## src/rtl/gyro_bias_glitch_average_unit_assert.svh

```systemverilog
// ----------------------------------------------------------------------------
// Assertion macros for the gyro bias, glitch and average unit
// Immediate-implication and next-cycle-implication checks, empty under SYNTH.
// ----------------------------------------------------------------------------
`ifndef GYRO_BIAS_GLITCH_AVERAGE_UNIT_ASSERT_SVH
`define GYRO_BIAS_GLITCH_AVERAGE_UNIT_ASSERT_SVH

`ifndef SYNTH
// same-cycle implication
`define GBGA_ASSERT_IMP(label, clk, rst_n, ante, cons) \
    label: assert property (@(posedge clk) disable iff (!rst_n) (ante) |-> (cons)) \
        else $error("gbga: same-cycle check failed");
// next-cycle implication
`define GBGA_ASSERT_NXT(label, clk, rst_n, ante, cons) \
    label: assert property (@(posedge clk) disable iff (!rst_n) (ante) |=> (cons)) \
        else $error("gbga: next-cycle check failed");
`else
`define GBGA_ASSERT_IMP(label, clk, rst_n, ante, cons)
`define GBGA_ASSERT_NXT(label, clk, rst_n, ante, cons)
`endif

`endif

```

## src/rtl/gbga_pkg.sv

```systemverilog
// ----------------------------------------------------------------------------
// gbga_pkg
// Shared types and constants for the gyro bias, glitch and average unit.
// ----------------------------------------------------------------------------
`default_nettype none

package gbga_pkg;

    localparam int WINDOW_DEPTH_DEF = 8;

    localparam int RAW_W        = 16;
    localparam int CAL_CNT_W    = 10;
    localparam int CAL_SAMPLES  = 512;
    localparam int CAL_SUM_W    = 32;
    localparam int CAL_SHIFT    = 9;
    localparam int GLITCH_LIMIT = 800;

    // x*7/10: multiply by 7, then divide by 10 via reciprocal 2^23/10 rounded up
    localparam int ROT_NUM   = 7;
    localparam int ROT_RECIP = 838861;
    localparam int ROT_SHIFT = 23;

    localparam int CFG_IDX_W     = 2;
    localparam int CFG_DATA_W    = 4;
    localparam int AVG_LEN_W     = 4;
    localparam int AVG_LEN_RESET = 4;
    localparam int ROT_MODE_W    = 2;

    typedef enum logic [CFG_IDX_W-1:0] {
        CFG_AVG_ENABLE  = 2'd0,
        CFG_AVG_LENGTH  = 2'd1,
        CFG_ROTATE_MODE = 2'd2
    } cfg_reg_t;

    typedef enum logic [ROT_MODE_W-1:0] {
        ROT_NONE  = 2'd0,
        ROT_LEFT  = 2'd1,
        ROT_RIGHT = 2'd2
    } rot_mode_t;

    typedef enum logic [2:0] {
        ST_IDLE,
        ST_MOD,
        ST_CLAMP,
        ST_UPD,
        ST_DIV,
        ST_FIN,
        ST_ROT1,
        ST_ROT2
    } state_t;

    typedef struct packed {
        logic accept;
        logic cal_load;
        logic cal_clear;
        logic clamp;
        logic win_update;
        logic div_step;
        logic finish;
        logic avg_on;
    } lane_ctrl_t;

    typedef struct packed {
        logic                    start_calibration;
        logic signed [RAW_W-1:0] raw_roll;
        logic signed [RAW_W-1:0] raw_pitch;
        logic signed [RAW_W-1:0] raw_yaw;
    } in_word_t;

    typedef struct packed {
        logic signed [RAW_W-1:0] rate_roll;
        logic signed [RAW_W-1:0] rate_pitch;
        logic signed [RAW_W-1:0] rate_yaw;
        logic                    calibrating;
    } out_word_t;

endpackage

`default_nettype wire

```

## src/rtl/gbga_ram.sv

```systemverilog
// ----------------------------------------------------------------------------
// gbga_ram
// Generic single-write, single-read RAM with registered read data.
// ----------------------------------------------------------------------------
`default_nettype none

module gbga_ram #(
    parameter int WIDTH = 16,
    parameter int DEPTH = 8,
    localparam int AW   = (DEPTH > 1) ? $clog2(DEPTH) : 1
) (
    input  var logic             clk,
    input  var logic             we,
    input  var logic [AW-1:0]    waddr,
    input  var logic [WIDTH-1:0] wdata,
    input  var logic             re,
    input  var logic [AW-1:0]    raddr,
    output logic     [WIDTH-1:0] rdata
);

    logic [WIDTH-1:0] mem [DEPTH];
    logic [WIDTH-1:0] rdata_reg;

    always_ff @(posedge clk)
    begin
        if (we)
        begin
            mem[waddr] <= wdata;
        end
        if (re)
        begin
            rdata_reg <= mem[raddr];
        end
    end

    assign rdata = rdata_reg;

endmodule

`default_nettype wire

```

## src/rtl/gbga_lane.sv

```systemverilog
// ----------------------------------------------------------------------------
// gbga_lane
// One axis: bias calibration, glitch clamp, moving-average window and a
// bit-serial divider for the window mean.
// ----------------------------------------------------------------------------
`default_nettype none

module gbga_lane #(
    parameter int WINDOW_DEPTH = gbga_pkg::WINDOW_DEPTH_DEF,
    localparam int ADDR_W      = (WINDOW_DEPTH > 1) ? $clog2(WINDOW_DEPTH) : 1,
    localparam int LEN_W       = $clog2(WINDOW_DEPTH + 1)
) (
    input  var logic                               clk,
    input  var logic                               rst_n,
    input  var gbga_pkg::lane_ctrl_t               ctrl,
    input  var logic signed [gbga_pkg::RAW_W-1:0]  raw,
    input  var logic [LEN_W-1:0]                   len,
    input  var logic [ADDR_W-1:0]                  win_addr,
    input  var logic                               old_valid,
    output logic signed [gbga_pkg::RAW_W-1:0]      rate
);
    import gbga_pkg::*;

    localparam int MAG_W = RAW_W + $clog2(WINDOW_DEPTH);
    localparam int SUM_W = MAG_W + 1;

    logic        [CAL_SUM_W-1:0] cal_sum_reg;
    logic        [CAL_SUM_W-1:0] cal_sum_next;
    logic signed [RAW_W-1:0]     bias_reg;
    logic signed [RAW_W-1:0]     prev_reg;
    logic signed [SUM_W-1:0]     sum_reg;
    logic signed [RAW_W-1:0]     raw_reg;
    logic signed [RAW_W-1:0]     v_reg;
    logic        [MAG_W-1:0]     dq_reg;
    logic        [LEN_W-1:0]     rem_reg;
    logic                        neg_reg;

    logic signed [RAW_W-1:0]     diff;
    logic signed [RAW_W+1:0]     diff_x;
    logic signed [RAW_W+1:0]     lo;
    logic signed [RAW_W+1:0]     hi;
    logic signed [RAW_W+1:0]     clamp_x;
    logic        [RAW_W-1:0]     rdata;
    logic signed [RAW_W-1:0]     old_val;
    logic signed [SUM_W-1:0]     sum_next;
    logic        [SUM_W-1:0]     mag_full;
    logic        [LEN_W:0]       trial;
    logic        [LEN_W:0]       trial_sub;
    logic                        trial_ge;
    logic        [LEN_W-1:0]     rem_step;
    logic        [RAW_W-1:0]     q_low;
    logic        [RAW_W-1:0]     q_neg;
    logic signed [RAW_W-1:0]     result;

    // calibration: running sum, bias is sum >> 9 wrapped to 16 bits
    assign cal_sum_next = (ctrl.cal_clear ? '0 : cal_sum_reg) + CAL_SUM_W'(raw);

    // glitch clamp against previous output
    assign diff    = raw_reg - bias_reg;
    assign diff_x  = (RAW_W+2)'(diff);
    assign lo      = (RAW_W+2)'(prev_reg) - (RAW_W+2)'(GLITCH_LIMIT);
    assign hi      = (RAW_W+2)'(prev_reg) + (RAW_W+2)'(GLITCH_LIMIT);

    always_comb
    begin
        clamp_x = diff_x;
        if (diff_x < lo)
        begin
            clamp_x = lo;
        end
        if (clamp_x > hi)
        begin
            clamp_x = hi;
        end
    end

    gbga_ram #(
        .WIDTH (RAW_W),
        .DEPTH (WINDOW_DEPTH)
    ) u_ram (
        .clk   (clk),
        .we    (ctrl.win_update),
        .waddr (win_addr),
        .wdata (v_reg),
        .re    (ctrl.clamp),
        .raddr (win_addr),
        .rdata (rdata)
    );

    // never-written slots read as zero
    assign old_val  = old_valid ? $signed(rdata) : '0;
    assign sum_next = sum_reg - SUM_W'(old_val) + SUM_W'(v_reg);
    assign mag_full = sum_next[SUM_W-1] ? SUM_W'(-sum_next) : SUM_W'(sum_next);

    // restoring divide, one quotient bit per cycle
    assign trial     = {rem_reg, dq_reg[MAG_W-1]};
    assign trial_ge  = trial >= {1'b0, len};
    assign trial_sub = trial - {1'b0, len};
    assign rem_step  = trial_ge ? trial_sub[LEN_W-1:0] : trial[LEN_W-1:0];

    assign q_low  = dq_reg[RAW_W-1:0];
    assign q_neg  = -q_low;
    assign result = ctrl.avg_on ? $signed(neg_reg ? q_neg : q_low) : v_reg;

    always_ff @(posedge clk or negedge rst_n)
    begin
        if (!rst_n)
        begin
            cal_sum_reg <= '0;
            bias_reg    <= '0;
            prev_reg    <= '0;
            sum_reg     <= '0;
        end
        else
        begin
            if (ctrl.cal_load)
            begin
                cal_sum_reg <= cal_sum_next;
                bias_reg    <= cal_sum_next[CAL_SHIFT+RAW_W-1:CAL_SHIFT];
            end
            if (ctrl.win_update)
            begin
                sum_reg <= sum_next;
            end
            if (ctrl.finish)
            begin
                prev_reg <= result;
            end
        end
    end

    always_ff @(posedge clk)
    begin
        if (ctrl.accept)
        begin
            raw_reg <= raw;
        end
        if (ctrl.clamp)
        begin
            v_reg <= clamp_x[RAW_W-1:0];
        end
        if (ctrl.win_update)
        begin
            dq_reg  <= mag_full[MAG_W-1:0];
            neg_reg <= sum_next[SUM_W-1];
            rem_reg <= '0;
        end
        else if (ctrl.div_step)
        begin
            dq_reg  <= {dq_reg[MAG_W-2:0], trial_ge};
            rem_reg <= rem_step;
        end
    end

    assign rate = prev_reg;

endmodule

`default_nettype wire

```

## src/rtl/gbga_merge.sv

```systemverilog
// ----------------------------------------------------------------------------
// gbga_merge
// Combines the lane results: optional 45 degree rotation of roll/pitch and
// the output word register.
// ----------------------------------------------------------------------------
`default_nettype none

module gbga_merge (
    input  var logic                              clk,
    input  var logic                              rst_n,
    input  var logic                              load_rot,
    input  var logic                              load_out,
    input  var gbga_pkg::rot_mode_t               rotate_mode,
    input  var logic signed [gbga_pkg::RAW_W-1:0] roll,
    input  var logic signed [gbga_pkg::RAW_W-1:0] pitch,
    input  var logic signed [gbga_pkg::RAW_W-1:0] yaw,
    input  var logic                              calibrating,
    input  var logic                              out_ready,
    output logic                                  out_valid,
    output gbga_pkg::out_word_t                   out_data
);
    import gbga_pkg::*;

    localparam int SUM_W   = RAW_W + 1;
    localparam int PROD_W  = RAW_W + 4;
    localparam int MAG_W   = RAW_W + 3;
    localparam int RECIP_W = 20;
    localparam int MUL_W   = MAG_W + RECIP_W;

    logic signed [SUM_W-1:0]  a_src;
    logic signed [SUM_W-1:0]  b_src;
    logic                     rot_on;
    logic signed [PROD_W-1:0] a_prod;
    logic signed [PROD_W-1:0] b_prod;
    logic        [PROD_W-1:0] a_abs;
    logic        [PROD_W-1:0] b_abs;

    logic        [MAG_W-1:0]  a_mag_reg;
    logic        [MAG_W-1:0]  b_mag_reg;
    logic                     a_neg_reg;
    logic                     b_neg_reg;
    logic                     rot_on_reg;
    logic signed [RAW_W-1:0]  roll_reg;
    logic signed [RAW_W-1:0]  pitch_reg;
    logic signed [RAW_W-1:0]  yaw_reg;
    logic                     cal_reg;

    logic        [MUL_W-1:0]  a_mul;
    logic        [MUL_W-1:0]  b_mul;
    logic        [RAW_W-1:0]  a_q;
    logic        [RAW_W-1:0]  b_q;
    logic        [RAW_W-1:0]  a_res;
    logic        [RAW_W-1:0]  b_res;

    out_word_t                out_data_reg;
    logic                     out_valid_reg;

    always_comb
    begin
        rot_on = 1'b1;
        a_src  = SUM_W'(roll) + SUM_W'(pitch);
        b_src  = SUM_W'(pitch) - SUM_W'(roll);
        unique case (rotate_mode)
            ROT_LEFT:
            begin
                a_src = SUM_W'(roll) + SUM_W'(pitch);
                b_src = SUM_W'(pitch) - SUM_W'(roll);
            end
            ROT_RIGHT:
            begin
                a_src = SUM_W'(roll) - SUM_W'(pitch);
                b_src = SUM_W'(pitch) + SUM_W'(roll);
            end
            default:
            begin
                rot_on = 1'b0;
            end
        endcase
    end

    assign a_prod = PROD_W'(a_src) * PROD_W'(ROT_NUM);
    assign b_prod = PROD_W'(b_src) * PROD_W'(ROT_NUM);
    assign a_abs  = a_prod[PROD_W-1] ? PROD_W'(-a_prod) : PROD_W'(a_prod);
    assign b_abs  = b_prod[PROD_W-1] ? PROD_W'(-b_prod) : PROD_W'(b_prod);

    always_ff @(posedge clk)
    begin
        if (load_rot)
        begin
            a_mag_reg  <= a_abs[MAG_W-1:0];
            b_mag_reg  <= b_abs[MAG_W-1:0];
            a_neg_reg  <= a_prod[PROD_W-1];
            b_neg_reg  <= b_prod[PROD_W-1];
            rot_on_reg <= rot_on;
            roll_reg   <= roll;
            pitch_reg  <= pitch;
            yaw_reg    <= yaw;
            cal_reg    <= calibrating;
        end
    end

    // magnitude / 10 by reciprocal, truncating toward zero via sign-magnitude
    assign a_mul = MUL_W'(a_mag_reg) * MUL_W'(ROT_RECIP);
    assign b_mul = MUL_W'(b_mag_reg) * MUL_W'(ROT_RECIP);
    assign a_q   = a_mul[ROT_SHIFT+RAW_W-1:ROT_SHIFT];
    assign b_q   = b_mul[ROT_SHIFT+RAW_W-1:ROT_SHIFT];
    assign a_res = a_neg_reg ? RAW_W'(-a_q) : a_q;
    assign b_res = b_neg_reg ? RAW_W'(-b_q) : b_q;

    always_ff @(posedge clk)
    begin
        if (load_out)
        begin
            out_data_reg.rate_roll   <= rot_on_reg ? $signed(a_res) : roll_reg;
            out_data_reg.rate_pitch  <= rot_on_reg ? $signed(b_res) : pitch_reg;
            out_data_reg.rate_yaw    <= yaw_reg;
            out_data_reg.calibrating <= cal_reg;
        end
    end

    always_ff @(posedge clk or negedge rst_n)
    begin
        if (!rst_n)
        begin
            out_valid_reg <= 1'b0;
        end
        else if (load_out)
        begin
            out_valid_reg <= 1'b1;
        end
        else if (out_ready)
        begin
            out_valid_reg <= 1'b0;
        end
    end

    assign out_valid = out_valid_reg;
    assign out_data  = out_data_reg;

endmodule

`default_nettype wire

```

## src/rtl/gyro_bias_glitch_average_unit.sv

```systemverilog
// ----------------------------------------------------------------------------
// gyro_bias_glitch_average_unit
// Three-axis gyro conditioning: bias calibration, glitch clamp, moving
// average and 45 degree rotation, one lane per axis.
// ----------------------------------------------------------------------------
// Averaging off: accept, clamp, finish, ROT1, then ROT2 loads the output register.
// Averaging on: the window index modulo runs before the clamp, and the window
//   update and the bit-serial divider in each lane run between clamp and finish.
// One word in flight; the next is taken while a result waits in the output.
// Reset clears control and lane accumulator state at once, window slots via valid bits: no sweep.
// ----------------------------------------------------------------------------
`default_nettype none
`include "gyro_bias_glitch_average_unit_assert.svh"

module gyro_bias_glitch_average_unit #(
    parameter int WINDOW_DEPTH = gbga_pkg::WINDOW_DEPTH_DEF
) (
    input  var logic                                  clk,
    input  var logic                                  rst_n,
    input  var logic                                  in_valid,
    output logic                                      in_ready,
    input  var gbga_pkg::in_word_t                    in_data,
    output logic                                      out_valid,
    input  var logic                                  out_ready,
    output gbga_pkg::out_word_t                       out_data,
    input  var logic                                  cfg_write,
    input  var logic [gbga_pkg::CFG_IDX_W-1:0]        cfg_index,
    input  var logic [gbga_pkg::CFG_DATA_W-1:0]       cfg_data
);
    import gbga_pkg::*;

    localparam int ADDR_W    = (WINDOW_DEPTH > 1) ? $clog2(WINDOW_DEPTH) : 1;
    localparam int LEN_W     = $clog2(WINDOW_DEPTH + 1);
    localparam int MAG_W     = RAW_W + $clog2(WINDOW_DEPTH);
    localparam int DIV_CNT_W = $clog2(MAG_W);
    localparam int MOD_CNT_W = (LEN_W > 1) ? $clog2(LEN_W) : 1;

    // configuration
    logic                    average_enable_reg;
    logic [AVG_LEN_W-1:0]    average_length_reg;
    rot_mode_t               rotate_mode_reg;

    state_t                  state_reg;
    state_t                  state_next;
    logic [CAL_CNT_W-1:0]    cal_count_reg;
    logic [CAL_CNT_W-1:0]    cal_count_next;
    logic [CAL_CNT_W-1:0]    cal_eff;
    logic                    cal_active;
    logic                    calibrating_reg;
    logic [LEN_W-1:0]        window_index_reg;
    logic [LEN_W-1:0]        window_index_next;
    logic [LEN_W-1:0]        len_reg;
    logic [LEN_W-1:0]        len_next;
    logic [LEN_W-1:0]        len_eff;
    logic [LEN_W-1:0]        num_reg;
    logic [LEN_W-1:0]        num_next;
    logic [LEN_W-1:0]        rem_reg;
    logic [LEN_W-1:0]        rem_next;
    logic [MOD_CNT_W-1:0]    mod_cnt_reg;
    logic [MOD_CNT_W-1:0]    mod_cnt_next;
    logic [DIV_CNT_W-1:0]    div_cnt_reg;
    logic [DIV_CNT_W-1:0]    div_cnt_next;
    logic [WINDOW_DEPTH-1:0] win_valid_reg;

    logic                    accept;
    logic                    win_set;
    logic                    load_rot;
    logic                    load_out;
    lane_ctrl_t              lane_ctrl;
    logic [ADDR_W-1:0]       win_addr;
    logic                    old_valid;

    logic [LEN_W:0]          mod_trial;
    logic [LEN_W:0]          mod_sub;
    logic                    mod_ge;
    logic [LEN_W-1:0]        mod_rem;

    logic signed [RAW_W-1:0] rate_roll;
    logic signed [RAW_W-1:0] rate_pitch;
    logic signed [RAW_W-1:0] rate_yaw;

    always_ff @(posedge clk or negedge rst_n)
    begin
        if (!rst_n)
        begin
            average_enable_reg <= 1'b0;
            average_length_reg <= AVG_LEN_W'(AVG_LEN_RESET);
            rotate_mode_reg    <= ROT_NONE;
        end
        else if (cfg_write)
        begin
            unique case (cfg_reg_t'(cfg_index))
                CFG_AVG_ENABLE:  average_enable_reg <= cfg_data[0];
                CFG_AVG_LENGTH:  average_length_reg <= cfg_data[AVG_LEN_W-1:0];
                CFG_ROTATE_MODE: rotate_mode_reg    <= rot_mode_t'(cfg_data[ROT_MODE_W-1:0]);
                default:         ;
            endcase
        end
    end

    // length used as 1 when zero, capped at window depth
    always_comb
    begin
        if (average_length_reg == '0)
        begin
            len_eff = LEN_W'(1);
        end
        else if (int'(average_length_reg) > WINDOW_DEPTH)
        begin
            len_eff = LEN_W'(WINDOW_DEPTH);
        end
        else
        begin
            len_eff = LEN_W'(average_length_reg);
        end
    end

    assign accept     = in_valid && in_ready;
    assign cal_eff    = in_data.start_calibration ? CAL_CNT_W'(CAL_SAMPLES) : cal_count_reg;
    assign cal_active = cal_eff != '0;
    assign cal_count_next = cal_active ? cal_eff - 1'b1 : cal_eff;

    // window index modulo, one bit per cycle
    assign mod_trial = {rem_reg, num_reg[LEN_W-1]};
    assign mod_ge    = mod_trial >= {1'b0, len_reg};
    assign mod_sub   = mod_trial - {1'b0, len_reg};
    assign mod_rem   = mod_ge ? mod_sub[LEN_W-1:0] : mod_trial[LEN_W-1:0];

    assign win_addr  = window_index_reg[ADDR_W-1:0];
    assign old_valid = win_valid_reg[win_addr];

    always_comb
    begin
        state_next        = state_reg;
        in_ready          = 1'b0;
        lane_ctrl         = '0;
        lane_ctrl.avg_on  = average_enable_reg;
        window_index_next = window_index_reg;
        len_next          = len_reg;
        num_next          = num_reg;
        rem_next          = rem_reg;
        mod_cnt_next      = mod_cnt_reg;
        div_cnt_next      = div_cnt_reg;
        win_set           = 1'b0;
        load_rot          = 1'b0;
        load_out          = 1'b0;

        unique case (state_reg)
            ST_IDLE:
            begin
                in_ready = 1'b1;
                if (in_valid)
                begin
                    lane_ctrl.accept    = 1'b1;
                    lane_ctrl.cal_load  = cal_active;
                    lane_ctrl.cal_clear = cal_eff == CAL_CNT_W'(CAL_SAMPLES);
                    len_next            = len_eff;
                    num_next            = window_index_reg + 1'b1;
                    rem_next            = '0;
                    mod_cnt_next        = '0;
                    state_next          = average_enable_reg ? ST_MOD : ST_CLAMP;
                end
            end
            ST_MOD:
            begin
                num_next = num_reg << 1;
                rem_next = mod_rem;
                if (mod_cnt_reg == MOD_CNT_W'(LEN_W - 1))
                begin
                    window_index_next = mod_rem;
                    state_next        = ST_CLAMP;
                end
                else
                begin
                    mod_cnt_next = mod_cnt_reg + 1'b1;
                end
            end
            ST_CLAMP:
            begin
                lane_ctrl.clamp = 1'b1;
                state_next      = average_enable_reg ? ST_UPD : ST_FIN;
            end
            ST_UPD:
            begin
                lane_ctrl.win_update = 1'b1;
                win_set              = 1'b1;
                div_cnt_next         = '0;
                state_next           = ST_DIV;
            end
            ST_DIV:
            begin
                lane_ctrl.div_step = 1'b1;
                if (div_cnt_reg == DIV_CNT_W'(MAG_W - 1))
                begin
                    state_next = ST_FIN;
                end
                else
                begin
                    div_cnt_next = div_cnt_reg + 1'b1;
                end
            end
            ST_FIN:
            begin
                lane_ctrl.finish = 1'b1;
                state_next       = ST_ROT1;
            end
            ST_ROT1:
            begin
                load_rot   = 1'b1;
                state_next = ST_ROT2;
            end
            ST_ROT2:
            begin
                if (!out_valid || out_ready)
                begin
                    load_out   = 1'b1;
                    state_next = ST_IDLE;
                end
            end
            default:
            begin
                state_next = ST_IDLE;
            end
        endcase
    end

    always_ff @(posedge clk or negedge rst_n)
    begin
        if (!rst_n)
        begin
            state_reg        <= ST_IDLE;
            cal_count_reg    <= '0;
            calibrating_reg  <= 1'b0;
            window_index_reg <= '0;
            len_reg          <= LEN_W'(1);
            num_reg          <= '0;
            rem_reg          <= '0;
            mod_cnt_reg      <= '0;
            div_cnt_reg      <= '0;
            win_valid_reg    <= '0;
        end
        else
        begin
            state_reg        <= state_next;
            window_index_reg <= window_index_next;
            len_reg          <= len_next;
            num_reg          <= num_next;
            rem_reg          <= rem_next;
            mod_cnt_reg      <= mod_cnt_next;
            div_cnt_reg      <= div_cnt_next;
            if (accept)
            begin
                cal_count_reg   <= cal_count_next;
                calibrating_reg <= cal_count_next != '0;
            end
            if (win_set)
            begin
                win_valid_reg[win_addr] <= 1'b1;
            end
        end
    end

    gbga_lane #(
        .WINDOW_DEPTH (WINDOW_DEPTH)
    ) u_lane_roll (
        .clk       (clk),
        .rst_n     (rst_n),
        .ctrl      (lane_ctrl),
        .raw       (in_data.raw_roll),
        .len       (len_reg),
        .win_addr  (win_addr),
        .old_valid (old_valid),
        .rate      (rate_roll)
    );

    gbga_lane #(
        .WINDOW_DEPTH (WINDOW_DEPTH)
    ) u_lane_pitch (
        .clk       (clk),
        .rst_n     (rst_n),
        .ctrl      (lane_ctrl),
        .raw       (in_data.raw_pitch),
        .len       (len_reg),
        .win_addr  (win_addr),
        .old_valid (old_valid),
        .rate      (rate_pitch)
    );

    gbga_lane #(
        .WINDOW_DEPTH (WINDOW_DEPTH)
    ) u_lane_yaw (
        .clk       (clk),
        .rst_n     (rst_n),
        .ctrl      (lane_ctrl),
        .raw       (in_data.raw_yaw),
        .len       (len_reg),
        .win_addr  (win_addr),
        .old_valid (old_valid),
        .rate      (rate_yaw)
    );

    gbga_merge u_merge (
        .clk         (clk),
        .rst_n       (rst_n),
        .load_rot    (load_rot),
        .load_out    (load_out),
        .rotate_mode (rotate_mode_reg),
        .roll        (rate_roll),
        .pitch       (rate_pitch),
        .yaw         (rate_yaw),
        .calibrating (calibrating_reg),
        .out_ready   (out_ready),
        .out_valid   (out_valid),
        .out_data    (out_data)
    );

    // window slot must lie inside the current length when it is updated
    `GBGA_ASSERT_IMP(a_index_in_len, clk, rst_n, state_reg == ST_UPD, window_index_reg < len_reg)
    // a new output word only ever comes from the final rotation step
    `GBGA_ASSERT_IMP(a_out_source, clk, rst_n, $rose(out_valid), $past(state_reg == ST_ROT2))
    // calibration counter never exceeds the sample count
    `GBGA_ASSERT_IMP(a_cal_range, clk, rst_n, 1'b1, cal_count_reg <= CAL_CNT_W'(CAL_SAMPLES))
    // with averaging off the window path is skipped entirely
    `GBGA_ASSERT_NXT(a_skip_window, clk, rst_n, accept && !average_enable_reg, state_reg == ST_CLAMP)

endmodule

`default_nettype wire

```

## config.mk

```make
export PLATFORM = sky130hd
export DESIGN_NAME = gyro_bias_glitch_average_unit
export DESIGN_NICKNAME = d
export VERILOG_FILES = /design/src/rtl/gbga_pkg.sv /design/src/rtl/gbga_ram.sv /design/src/rtl/gbga_lane.sv /design/src/rtl/gbga_merge.sv /design/src/rtl/gyro_bias_glitch_average_unit.sv
export VERILOG_INCLUDE_DIRS = /design/src /design/src/rtl
export SDC_FILE = /design/constraint.sdc
export NUM_CORES = 2
export LEC_CHECK = 0
export ABC_AREA = 1
export BUFFER_PORTS_ARGS = -buffer_cell sky130_fd_sc_hd__buf_2
export CAP_MARGIN = 20
export CORE_UTILIZATION = 55
export DETAILED_ROUTE_END_ITERATION = 8
export PLACE_DENSITY = 0.74
export RECOVER_POWER = 100
export SETUP_SLACK_MARGIN = 0.5
export SLEW_MARGIN = 20
export SYNTH_ARGS = -nofsm -noshare
export SYNTH_HDL_FRONTEND = slang
export SYNTH_SLANG_ARGS = --single-unit
export TNS_END_PERCENT = 20
```

## constraint.sdc

```tcl
create_clock -name clk -period 6.6 [get_ports clk]
set_input_delay 0.99 -clock clk [delete_from_list [all_inputs] [get_ports clk]]
set_output_delay 0.99 -clock clk [all_outputs]
set_load 0.01 [all_outputs]
```

==> results.py <==
metrics = {
    "outcome": {
        "status": "finished, violations left",
        "violations": "max-capacitance violations, max-slew violations",
    },
    "drt": {
        "drt_iter0_drc": 5573,
        "drc": 0,
        "wl_per_cell_um": 19.60,
        "drtAntennaViolNets": 0,
        "vias": 61960,
        "vias_per_cell": 5.650,
        "firstDrtPassIters": 7,
        "routed_wl_um": 214900,
    },
    "placement": {
        "place_hpwl_um": 162600,
        "io_buffers": 110,
        "gp_congestion": 0.9616,
    },
    "layout": {
        "fillers": 11610,
        "drive_above_1_share_pct": 7.599,
        "area.sequential_sq_um": 27950,
        "multi_input_area_sq_um": 40800,
        "nets": 10170,
        "syn2layout_area_growth_pct": 10.80,
        "largestRegisters": "u_lane_pitch.u_ram.mem x128, u_lane_roll.u_ram.mem x128, u_lane_yaw.u_ram.mem x128",
        "num_antenna_cells": 0,
    },
    "critical_path": {
        "r2r-start": "state_reg[1]",
        "worstSetupEndpointType": "register",
        "critPathMostFrequentCell": "buf_4",
        "critPathMaxStageDelay_ns": 1.80,
        "ff2ff_path_depth": 7,
        "path_delay_family": "buffers and inverters",
        "cp_data_required_time_ns": 6.88,
        "path_buf_inv": 4,
        "crit_chain": "nand2_1, nor2_4, buf_4, clkinvlp_2, buf_4, nor4_1, clkbuf_2",
        "timing.rr.end": "u_lane_roll.u_ram.mem[7][1]",
        "cpMaxStageDelayCell": "clkinvlp_2",
        "critical_path_class": "reg2reg",
        "reg2reg_slack_ns": 0.48,
        "arrival_ns": 6.40,
        "crit_fanout": 71,
        "start_kind": "register",
    },
    "yosys": {
        "synth_top_area_share_pct": 29.18,
        "syn_area_sq_um": 74720,
        "synth_area_leader_cell": "edfxtp_1",
        "syn_inst": 8881,
        "synth_nets": 9944,
        "synth_most_common_cell": "nand2_1",
        "ys_types": 64,
        "synth-edff-count": 726,
        "synth-main-ff-cell": "edfxtp_1",
        "ys_seq_area_share_pct": 37.41,
        "synth_area_leaders": "edfxtp_1 (29%), ha_1 (12%), nand2_1 (9.5%), inv_1 (8.6%), fa_1 (8.0%)",
        "syn_area_per_cell_sq_um": 8.413,
        "ys_seq_elements": 974,
        "synthTopCellsByCount": "nand2_1 (1894), inv_1 (1704), edfxtp_1 (726)",
        "yosys_warnings": 0,
        "synthArstFlopShare_pct": 24.23,
    },
    "flow_run": {
        "max-cap-violations": 14,
    },
    "floorplanning": {
        "initial_core_util_pct": 55.71,
        "die_x_um": 370.6,
        "num_rows": 134,
        "die_area_sq_um": 137300,
        "ios": 111,
        "die_h_um": 370.6,
        "coreArea_sq_um": 134100,
    },
    "sta": {
        "setup_viol": 0,
        "timing.final.max_slew_violations": 664,
        "tightest_slew_ns": 4.467,
        "setup_tns_ns": 0,
        "relSlewSlack_pct": -197.8,
        "post-route-period-util_pct": 92.73,
        "fin_crit_ns": 6.120,
        "hold_viol": 0,
        "timing.fmax_ghz": 0.1634,
        "rsz0062_at_grt": "true",
        "finalClockSkew_ns": 0.06651,
    },
    "clock_network": {
        "root_buffer": "clkbuf_16",
        "htree_levels": 3,
        "clockBufferDepth": 3,
        "numCtsBuffers": 104,
        "clk-insertion-delay-late_ns": 0.74,
        "cts_sinks": 974,
        "tritoncts": "built",
        "path_clk_slew_ns": 0.06,
    },
    "worst_hold_path": {
        "min_path_cells": 0,
        "min_from": "u_merge.yaw_reg[8]",
        "holdCritPathClass": "reg2reg",
        "hold_end": "u_merge.out_data[9]",
    },
    "global_route": {
        "grt_pass1_vias": 60840,
        "grt_first_pass_wirelength_um": 332000,
        "grt_overflow": 0,
        "grt.total_usage_pct": 30.97,
        "antenna_found_initial": 3,
        "grt_start_max_net_pins": 122,
    },
}
## what timing repair did
action                                  4_1_cts  5_1_grt
hold buffers                                  0        0
pin swaps                                     8       82
gates resized for setup                      45      294
gates cloned                                  0        3
buffers inserted                             11       44
endpoints found under the setup margin       75      113
## final cells by class
type	instances	area share [%]
Clock buffer	124	3.369
Clock inverter	73	0.9914
Inverter	1729	7.850
Timing Repair Buffer	292	2.068
Sequential cell	974	33.76
Tap cell	1768	2.672
Multi-Input combinational cell	6005	49.28
Timing Repair inverter	1	0.009068
## metrics by stage
step / util [%] / setup WS (ns) / hold slack (ns) / instances / area, sq um
after CTS: 60.93 / 0.4526 / 0.2155 / 10920 / 81730
after floorplan: - / 0.1748 / 0.4003 / 8881 / 74720
final: 61.72 / 0.4796 / 0.4160 / 10970 / 82790
after detailed placement: 58.05 / 0.09621 / 0.4052 / 10710 / 77860
after global placement: 58.05 / 0.1717 / 0.4051 / 10710 / 77860
after global routing: 61.72 / 0.1757 / 0.4346 / 10970 / 82790
## placed cells by master (no fill, tap or decap), types with 108 or more instances in the layout
cell type	count
nand4_1	118
a21oi_1	393
fa_1	288
ha_1	674
o21ai_0	467
edfxtp_1	726
nand3_1	464
buf_4	135
xor2_1	220
nor3_1	108
nor2_1	495
inv_1	1688
clkbuf_1	142
dfrtp_1	232
nand2_1	1841
## routing by layer
metal	wire (um)	share of wire, %	track usage, %
met1	90600	42	40.58
met2	102300	48	52.91
met3	13490	6.3	3.520
met4	8500	4.0	11.15
met5	26	0.012	0
## cells by family after synthesis
logic type / Yosys count / share of synthesized area [%]
multiplexers: 1 / 0.01507
XOR/XNOR: 306 / 3.597
flip-flops: 974 / 37.41
AO/OA/AOI/OAI: 1353 / 10.57
buffers and inverters: 1904 / 9.711
adder cells (fa/ha/maj): 1003 / 19.79
AND/OR/NAND/NOR: 3340 / 18.91
## worst max-delay path by stage
stage	startpoint	endpoint	slack, ns	cells after the start
after global placement	u_merge.b_mag_reg[9]	u_merge.out_data[31]	0.17	30
final	state_reg[1]	u_lane_roll.u_ram.mem[7][1]	0.48	7
after floorplan	state_reg[1]	win_valid_reg[3]	0.17	7
after detailed placement	u_merge.a_mag_reg[8]	u_merge.out_data[47]	0.1	29
after global routing	u_merge.a_mag_reg[11]	u_merge.out_data[40]	0.18	28
after CTS	u_merge.a_mag_reg[4]	u_merge.out_data[44]	0.45	27
Power is not shown: default switching activity piles up to over one toggle a cycle in this logic, so the estimate is an artifact.
